**src/hdl/mpes_pkg.sv**
```systemverilog
// Shared types and constants of the median prefilter and exponential smoother.
package mpes_pkg;

  localparam int WINDOW_LEN  = 5;
  localparam int SAMPLE_BITS = 16;
  localparam int ALPHA_BITS  = 16;
  localparam int FRAC_BITS   = 16;
  localparam int ACC_W       = SAMPLE_BITS + FRAC_BITS;
  localparam int SLOT_W      = $clog2(WINDOW_LEN);
  localparam int RANK_W      = $clog2(WINDOW_LEN);
  localparam int MED_IDX     = WINDOW_LEN / 2;
  localparam int ROUND_HALF  = 1 << (FRAC_BITS - 1);

  localparam logic [ALPHA_BITS-1:0] ALPHA_RESET = ALPHA_BITS'(57123);

  typedef logic signed [SAMPLE_BITS-1:0] sample_word_t;
  typedef logic signed [ACC_W-1:0]       acc_t;
  typedef logic        [ALPHA_BITS-1:0]  alpha_t;
  typedef logic        [SLOT_W-1:0]      slot_t;
  typedef sample_word_t                  window_t [WINDOW_LEN];

endpackage

```
**src/hdl/mpes_median.sv**
```systemverilog
// Rank-based median selection over the sample window.
module mpes_median (
  input  mpes_pkg::window_t      window_i,
  output mpes_pkg::sample_word_t median_o
);
  import mpes_pkg::*;

  logic [RANK_W-1:0] rank [WINDOW_LEN];

  // Each element counts the elements that sort ahead of it; equal values
  // are ordered by position so that every rank is taken exactly once.
  always_comb begin
    for (int i = 0; i < WINDOW_LEN; i++) begin
      rank[i] = '0;
      for (int j = 0; j < WINDOW_LEN; j++) begin
        if (j != i) begin
          if ((window_i[j] < window_i[i]) || ((j < i) && (window_i[j] == window_i[i]))) begin
            rank[i] = rank[i] + RANK_W'(1);
          end
        end
      end
    end
  end

  always_comb begin
    median_o = '0;
    for (int i = 0; i < WINDOW_LEN; i++) begin
      if (rank[i] == RANK_W'(MED_IDX)) begin
        median_o = median_o | window_i[i];
      end
    end
  end

endmodule

```
**src/hdl/mpes_smoother.sv**
```systemverilog
// First-order low-pass update in Q16.16 with rounding and saturation.
module mpes_smoother (
  input  mpes_pkg::alpha_t       alpha_i,
  input  mpes_pkg::acc_t         prev_i,
  input  mpes_pkg::sample_word_t median_i,
  output mpes_pkg::acc_t         next_prev_o,
  output mpes_pkg::sample_word_t filtered_o
);
  import mpes_pkg::*;

  localparam int DIFF_W = ACC_W + 1;
  localparam int PROD_W = DIFF_W + ALPHA_BITS + 1;
  localparam int CORR_W = PROD_W - FRAC_BITS;

  logic signed [DIFF_W-1:0]      med_q16;
  logic signed [DIFF_W-1:0]      diff;
  logic signed [PROD_W-1:0]      prod;
  logic signed [PROD_W-1:0]      prod_rnd;
  logic signed [CORR_W-1:0]      corr;
  logic signed [CORR_W-1:0]      sum;
  logic signed [ACC_W:0]         y_rnd;
  logic signed [SAMPLE_BITS:0]   y_int;

  // alpha*p + (1-alpha)*m equals m + alpha*(p - m), so one multiply suffices.
  assign med_q16  = {median_i[SAMPLE_BITS-1], median_i, {FRAC_BITS{1'b0}}};
  assign diff     = {prev_i[ACC_W-1], prev_i} - med_q16;
  assign prod     = PROD_W'($signed({1'b0, alpha_i})) * PROD_W'(diff);
  assign prod_rnd = prod + PROD_W'(ROUND_HALF);
  assign corr     = prod_rnd[PROD_W-1:FRAC_BITS];
  assign sum      = {med_q16[DIFF_W-1], med_q16} + corr;
  assign next_prev_o = sum[ACC_W-1:0];

  assign y_rnd = {next_prev_o[ACC_W-1], next_prev_o} + (ACC_W+1)'(ROUND_HALF);
  assign y_int = y_rnd[ACC_W:FRAC_BITS];

  always_comb begin
    if (y_int[SAMPLE_BITS] != y_int[SAMPLE_BITS-1]) begin
      filtered_o = y_int[SAMPLE_BITS] ? {1'b1, {(SAMPLE_BITS-1){1'b0}}}
                                      : {1'b0, {(SAMPLE_BITS-1){1'b1}}};
    end else begin
      filtered_o = y_int[SAMPLE_BITS-1:0];
    end
  end

endmodule

```
**src/hdl/median_prefilter_exponential_smoother_core.sv**
```systemverilog
// Top level of the median prefilter and exponential smoother.
//
//   channel | direction | handshake               | payload
//   --------+-----------+-------------------------+-----------------------------------
//   in      | input     | in_valid_i / in_ready_o | sample_in_i
//   out     | output    | out_valid_o/out_ready_i | filtered_out_o, window_median_o
//   cfg     | input     | cfg_valid_i/cfg_ready_o | smoothing_alpha_i
//
// Each transaction on the input channel yields exactly one output transaction,
// through the input register and then the output register. One transaction
// is accepted per cycle while the output side is not stalled: the throughput
// is set by the single multiply-add that closes the smoother recurrence.
// Reset clears the input and output valid flags, the primed flag and the write
// slot and loads the default alpha; the first sample after reset then fills the
// window and the filter state with its own value.
// While the output register holds an untaken result, the input register still
// takes one more transaction before in_ready_o drops.
module median_prefilter_exponential_smoother_core (
  input  logic                  clk_i,
  input  logic                  rst_ni,
  input  logic                  in_valid_i,
  output logic                  in_ready_o,
  input  mpes_pkg::sample_word_t sample_in_i,
  output logic                  out_valid_o,
  input  logic                  out_ready_i,
  output mpes_pkg::sample_word_t filtered_out_o,
  output mpes_pkg::sample_word_t window_median_o,
  input  logic                  cfg_valid_i,
  output logic                  cfg_ready_o,
  input  mpes_pkg::alpha_t      smoothing_alpha_i
);
  import mpes_pkg::*;

  // Input register stage.
  logic         in_vld_q;
  sample_word_t in_sample_q;

  // Filter state.
  logic         primed_q;
  slot_t        slot_q;
  window_t      window_q;
  acc_t         prev_q;
  alpha_t       alpha_q;

  // Output register stage.
  logic         out_vld_q;
  sample_word_t out_filt_q;
  sample_word_t out_med_q;

  logic         fire;
  window_t      win_eff;
  acc_t         prev_eff;
  slot_t        slot_base;
  slot_t        slot_d;
  sample_word_t median;
  acc_t         prev_d;
  sample_word_t filt;

  // The work stage advances when it holds a sample and the output register
  // is free or being emptied in this cycle.
  assign fire        = in_vld_q && (!out_vld_q || out_ready_i);
  assign in_ready_o  = !in_vld_q || fire;
  assign cfg_ready_o = 1'b1;

  // Before the first sample is taken, the window and the filter state read
  // as copies of that sample, and the write slot starts from zero.
  always_comb begin
    for (int i = 0; i < WINDOW_LEN; i++) begin
      if (!primed_q || (slot_q == SLOT_W'(i))) begin
        win_eff[i] = in_sample_q;
      end else begin
        win_eff[i] = window_q[i];
      end
    end
    prev_eff  = primed_q ? prev_q : {in_sample_q, {FRAC_BITS{1'b0}}};
    slot_base = primed_q ? slot_q : '0;
    slot_d    = (slot_base == SLOT_W'(WINDOW_LEN - 1)) ? '0 : slot_base + SLOT_W'(1);
  end

  mpes_median u_median (
    .window_i (win_eff),
    .median_o (median)
  );

  mpes_smoother u_smoother (
    .alpha_i     (alpha_q),
    .prev_i      (prev_eff),
    .median_i    (median),
    .next_prev_o (prev_d),
    .filtered_o  (filt)
  );

  // Control registers.
  always_ff @(posedge clk_i or negedge rst_ni) begin
    if (!rst_ni) begin
      in_vld_q  <= 1'b0;
      out_vld_q <= 1'b0;
      primed_q  <= 1'b0;
      slot_q    <= '0;
      alpha_q   <= ALPHA_RESET;
    end else begin
      if (in_valid_i && in_ready_o) begin
        in_vld_q <= 1'b1;
      end else if (fire) begin
        in_vld_q <= 1'b0;
      end
      if (fire) begin
        out_vld_q <= 1'b1;
        primed_q  <= 1'b1;
        slot_q    <= slot_d;
      end else if (out_ready_i) begin
        out_vld_q <= 1'b0;
      end
      if (cfg_valid_i && cfg_ready_o) begin
        alpha_q <= smoothing_alpha_i;
      end
    end
  end

  // Payload registers; the primed flag and the valid flags guard them.
  always_ff @(posedge clk_i) begin
    if (in_valid_i && in_ready_o) begin
      in_sample_q <= sample_in_i;
    end
    if (fire) begin
      window_q   <= win_eff;
      prev_q     <= prev_d;
      out_filt_q <= filt;
      out_med_q  <= median;
    end
  end

  assign out_valid_o     = out_vld_q;
  assign filtered_out_o  = out_filt_q;
  assign window_median_o = out_med_q;

endmodule

```
**config.mk**
```make
export PLATFORM = sky130hd
export DESIGN_NAME = median_prefilter_exponential_smoother_core
export DESIGN_NICKNAME = d
export VERILOG_FILES = /design/src/hdl/mpes_pkg.sv /design/src/hdl/mpes_median.sv /design/src/hdl/mpes_smoother.sv /design/src/hdl/median_prefilter_exponential_smoother_core.sv
export SDC_FILE = /design/constraint.sdc
export NUM_CORES = 2
export LEC_CHECK = 0
export BUFFER_PORTS_ARGS = -buffer_cell sky130_fd_sc_hd__clkbuf_2
export CELL_PAD_IN_SITES_DETAIL_PLACEMENT = 0
export CELL_PAD_IN_SITES_GLOBAL_PLACEMENT = 1
export CORE_MARGIN = 5
export CORE_UTILIZATION = 52
export CTS_CLUSTER_SIZE = 12
export DETAILED_ROUTE_END_ITERATION = 8
export PLACE_DENSITY = 0.9
export SETUP_SLACK_MARGIN = 0.3
export SLEW_MARGIN = 15
export SYNTH_ARGS = -nofsm -noshare
export SYNTH_HDL_FRONTEND = slang
export SYNTH_SLANG_ARGS = --single-unit
export TNS_END_PERCENT = 100
```
**constraint.sdc**
```tcl
create_clock -name clk_i -period 23 [get_ports clk_i]
set_clock_uncertainty 0.05 [all_clocks]
set_input_delay 4.6 -clock clk_i [delete_from_list [all_inputs] [get_ports clk_i]]
set_output_delay 4.6 -clock clk_i [all_outputs]
set_load 0.01 [all_outputs]
```
# Word level (Yosys, flattened, before mapping)
# Index checks and enable logic that the tools add are counted.
dict set report classes {
  addsub 20
  n_mul 1
  n_div 0
  magnitude_cmp 20
  n_eq_ne 21
  shift 0
  mux 39
  n_bitwise 4
  reduce_logical 25
}
# cell n
set op_table {}
lappend op_table {{16-bit < comparator} 20}
lappend op_table {{16-bit 2-to-1 mux} 12}
lappend op_table {{16-bit == test} 10}
lappend op_table {{16-bit bitwise OR} 4}
lappend op_table {{3-bit 2-to-1 mux} 17}
lappend op_table {{3-bit by 1-bit adder with 3-bit output (second input constant)} 16}
lappend op_table {{48-bit by 17-bit adder with 48-bit output (second input constant)} 1}
lappend op_table {{17-bit by 33-bit multiplier with 48-bit output} 1}
lappend op_table {{32-bit by 17-bit adder with 33-bit output (second input constant)} 1}
lappend op_table {{32-bit by 32-bit subtractor with 33-bit output} 1}
lappend op_table {{32-bit adder} 1}
lappend op_table {{32-bit 2-to-1 mux} 1}
lappend op_table {{3-bit by 2-bit == test with 1-bit output (second input constant)} 7}
lappend op_table {{1-bit logical OR} 17}
lappend op_table {{1-bit 2-to-1 mux} 9}
lappend op_table {{3-bit == test (second input constant)} 2}
lappend op_table {{2-bit nonzero test} 2}
lappend op_table {{3-bit by 1-bit == test with 1-bit output (second input constant)} 1}
lappend op_table {{1-bit logical NOT} 3}
lappend op_table {{3-bit logical NOT} 1}
lappend op_table {{1-bit logical AND} 2}
lappend op_table {{1-bit inequality test} 1}
dict set report totals {
  reg_bits 182
  latch_bits 0
  mem_bits_rw 0
  mem_bits_ro 0
  inputBits 37
  out_inout_bits 35
  word_cells 144
  mem_count 0
}

# Longest topological paths before layout
dict set report logic_depth {
  ltp_word 28
  depth_mapped 77
  mapped_depth_nobuf 72
}

# By module
# A second synthesis with hierarchy kept.
dict set report unflattened {
  cells_unflattened 3231
  hier_area_um2 31870.6
}
# module instances cells_each area_per_inst_um2 seq_area_each_um2
set modules_own_cells {}
lappend modules_own_cells {mpes_smoother 1 2256 19824.0 0.0}
lappend modules_own_cells {median_prefilter_exponential_smoother_core 1 360 7126.8 5367.6}
lappend modules_own_cells {mpes_median 1 615 4919.7 0.0}

# Worst setup path after synthesis
# No wires, ideal clock.
dict set report synth_path {
  path_kind {register -> register}
  start {register primed_q}
  end {register out_filt_q[10] (netlist: filtered_out_o[10]) (data pin)}
  setup_ns 0.269
  arrival_time_ns 16.061
  required_time_ns 22.681
  slack_ns 6.620
  path_stages_with_launch 73
  path_buffers 8
  synth_period_minus_slack_ns 16.380
  path_cell_list {dfrtp_1 -> buf_2 -> clkbuf_1 -> clkbuf_1 -> nand2_1 -> buf_1 -> mux2i_1 -> inv_1 -> ha_1 -> a21o_1 -> a21o_1 -> a21oi_1 -> o22ai_1 -> nor3_1 -> o41ai_1 -> ha_1 -> xor2_1 -> ha_1 -> [37 not listed] -> a21oi_1 -> o21bai_1 -> a21oi_1 -> nor2b_1 -> nor2_1 -> xnor2_1 -> ha_1 -> a21o_1 -> a21o_1 -> a31o_2 -> a2111oi_0 -> o31ai_1 -> xor2_1 -> xnor2_1 -> nor4_2 -> a2111oi_4 -> buf_6 -> o21ai_1}
}
# item line_no
set synth_lines {}
lappend synth_lines {{start, declared} median_prefilter_exponential_smoother_core.sv:39} ;# logic primed_q;
lappend synth_lines {{start signal, assigned} median_prefilter_exponential_smoother_core.sv:98} ;# primed_q <= 1'b0;
lappend synth_lines {{start signal, assigned} median_prefilter_exponential_smoother_core.sv:109} ;# primed_q <= 1'b1;
lappend synth_lines {{end signal, assigned} median_prefilter_exponential_smoother_core.sv:128} ;# out_filt_q <= filt;
lappend synth_lines {{end, declared} median_prefilter_exponential_smoother_core.sv:47} ;# sample_word_t out_filt_q;

==> impl_metrics.yaml <==
synth:
  yosys_warnings: 0
  syn_nets: 4200
  ys_async_sr_fraction_pct: 12.1
  avgSynthCellArea_sq_um: 9.59
  syn_area_sq_um: 32000
  ys_ff_latch: 182
  ys.flop_type: "edfxtp_1"
  synth_edf_count: 160
  postSynthCellCount: 3340
  yosysUniqueCellTypes: 96
  yosysSeqAreaShare_pct: 16.8
cts:
  cts_root_buffer: "clkbuf_16"
  post_cts_buffers: 0
  ctsResizeCount: 0
  clkLatencyLatePin_ns: 0.49
  hold_buffers: 0
  ctsLongestPathBuffers: 2
  cts_buffers: 17
  cts_sinks: 182
  clkTransAtPathRegs_ns: 0.08
  htree_num_levels: 4
  cts_tree: "built"
final_layout:
  final_cells: 4124
  layout_commonest_cell: "inv_1"
  multi_input_area_sq_um: 23600
  syn2layout_area_growth_pct: 5.14
  final_cell_area_sq_um: 33700
  diodes: 0
  final-seq-area_sq_um: 5370
  nFillCells: 5436
  drive_above_1_share_pct: 6.99
  layout.nets: 4182
  final_cell_mix: "inv_1 (686), fa_1 (492), nand2_1 (334)"
critical_path:
  crit_fanout: 100
  path_buf_inv: 7
  r2r_setup_slack_ns: 3.46
  worst_r2r_path_depth: 66
  setup.worst_path.start: "primed_q"
  crit_slowest_cell: "buf_4"
  cp_num_cells: 66
  critPathKind: "reg -> reg"
  crit_arrival_ns: 19.67
  cp_slowest_stage_delay_ns: 0.73
  worstPathRequired_ns: 23.13
  cpLargestDelayFamily: "compound AO/OA/AOI/OAI gates"
  rr_endpoint: "filtered_out_o[0]"
  start_kind: "register"
  r2r-start: "primed_q"
  endpoint: "filtered_out_o[0]"
  worstSetupEndpointType: "register"
timing:
  fmaxAchievable_mhz: 51.2
  setup_viol: 0
  hold_violations: 0
  min_period_ns: 19.54
  setup_ws_ns: 3.46
  maxSlewViolCount: 0
  finalSetupTns_ns: 0
  min_period_over_period_pct: 84.9
  rsz0062_at_grt: "no"
  relSlewSlack_pct: 26.2
  tightest_slew_ns: 1.11
run_status:
  status: "completed"
floorplan:
  start_util_pct: 52.2
  die_area_sq_um: 66700
  io_pins: 72
  coreArea_sq_um: 61400
  die_h_um: 258
  num_rows: 91
  fp.dieW_um: 258
place:
  dp.final_hpwl_um: 67800
  dp.cells: 4093
  gp_congestion: 0.977
  port_buffers: 70
  place_ws_ns: 3.93
  placed_area_sq_um: 33100
min_path:
  whs_path_depth: 1
  hp-class: "reg -> reg"
detailed_routing:
  routed_wl_um: 87300
  drc_errors: 0
  drt_iter0_drc: 2046
  wl_per_cell_um: 21.2
  first_pass_iters: 6
  final_antenna_net_count: 0
  viasPerCell: 5.80
  vias: 23900
grt:
  grt_max_degree: 101
  grt_pass1_vias: 24700
  grt_usage_pct: 26.5
  grt_antenna_before_repair: 1
  grt_first_pass_wirelength_um: 139000
  gr-total-overflow: 0
flow_run:
  maxCapViolCount: 0
[Yosys cell counts, types with 6 or more instances]
cell	count	area (sq um)
a2111oi_0	7	61.3
a211oi_1	12	90.1
a21boi_0	8	60.1
a21o_1	46	345
a21oi_1	88	440
a31oi_1	12	75.1
and2_1	133	832
and3_1	172	1080
buf_1	7	26.3
buf_2	7	35.0
clkbuf_1	117	439
dfrtp_1	12	300
dfstp_2	10	263
edfxtp_1	160	4800
fa_1	492	9850
ha_1	331	4140
inv_1	687	2580
maj3_1	6	60.1
mux2_2	47	529
mux2i_1	69	691
nand2_1	334	1250
nand2b_1	35	219
nand3_1	43	215
nand4_1	31	194
nor2_1	65	244
nor2b_1	31	194
nor3_1	24	120
nor3b_1	6	45.0
nor4_1	13	81.3
o2111ai_1	6	52.6
o21a_1	26	195
o21ai_0	52	260
o21bai_1	6	45.0
o221ai_1	6	52.6
o22a_1	13	114
o22ai_1	6	37.5
o31ai_1	6	45.0
or3_1	7	43.8
xnor2_1	59	517
xor2_1	34	298
[per-layer routing]
metal	vias up	share of wire (%)	GRT usage, %
met3	211	7.6	4.20
met4	0	3.5	9.10
met1	11900	42	36.5
met2	1008	47	43.3
met5	-	0	0
li1	10800	-	-
[worst reg2reg max path, delay by kind of cell (launching register included)]
| kind | cells | cell delay [ns] |
|---|---|---|
| compound gates | 30 | 7.88 |
| xor+xnor | 4 | 0.85 |
| fa+ha+maj | 12 | 5.01 |
| buf+inv | 7 | 1.43 |
| flops | 1 | 0.53 |
| mux | 1 | 0.47 |
| simple gates | 12 | 3.04 |
[area by class of cell]
type                       count  share of cell area (%)
tap                          790                    2.93
timing repair buffer          97                    1.64
multi-input combinational   2332                    70.0
inverter                     692                    7.73
clock inverter                14                   0.513
sequential                   182                    15.9
clock buffer                  17                    1.26
[cell families after synthesis]
kind of cell / Yosys count / synth area share (%)
XOR/XNOR: 94 / 2.61
AO/OA/AOI/OAI: 357 / 7.90
AND/OR/NAND/NOR: 932 / 15.2
buffers and inverters: 826 / 9.76
other: 1 / 0.0117
adder cells (fa/ha/maj): 829 / 43.9
flip-flops: 182 / 16.8
multiplexers: 119 / 3.93
[stage by stage]
step	hold slack (ns)	util, %
2_1_floorplan	0.407	-
3_3_place_gp	0.418	53.9
3_5_place_dp	0.441	53.9
4_1_cts	0.448	54.9
5_1_grt	0.469	54.9
6_report	0.450	54.9
[registers in the layout (all words and copies together) (netlist names)]
signal,count
window_q,80
prev_q,32
alpha_q,16
filtered_out_o,16
in_sample_q,16
window_median_o,16
slot_q,3
in_vld_q,1
out_valid_o,1
primed_q,1
[how the worst min path moves through the flow]
stage / from / end / slack [ns]
final: in_vld_q / out_valid_o / 0.45
after global routing: in_vld_q / out_valid_o / 0.47
after CTS: in_vld_q / out_valid_o / 0.45
after detailed placement: in_vld_q / out_valid_o / 0.44
after global placement: in_vld_q / out_valid_o / 0.42
after floorplan: in_vld_q / out_valid_o / 0.41
Power is left out: the tool's default activity adds up to more than one toggle a clock period on the data nets, which glitch-free logic cannot reach.
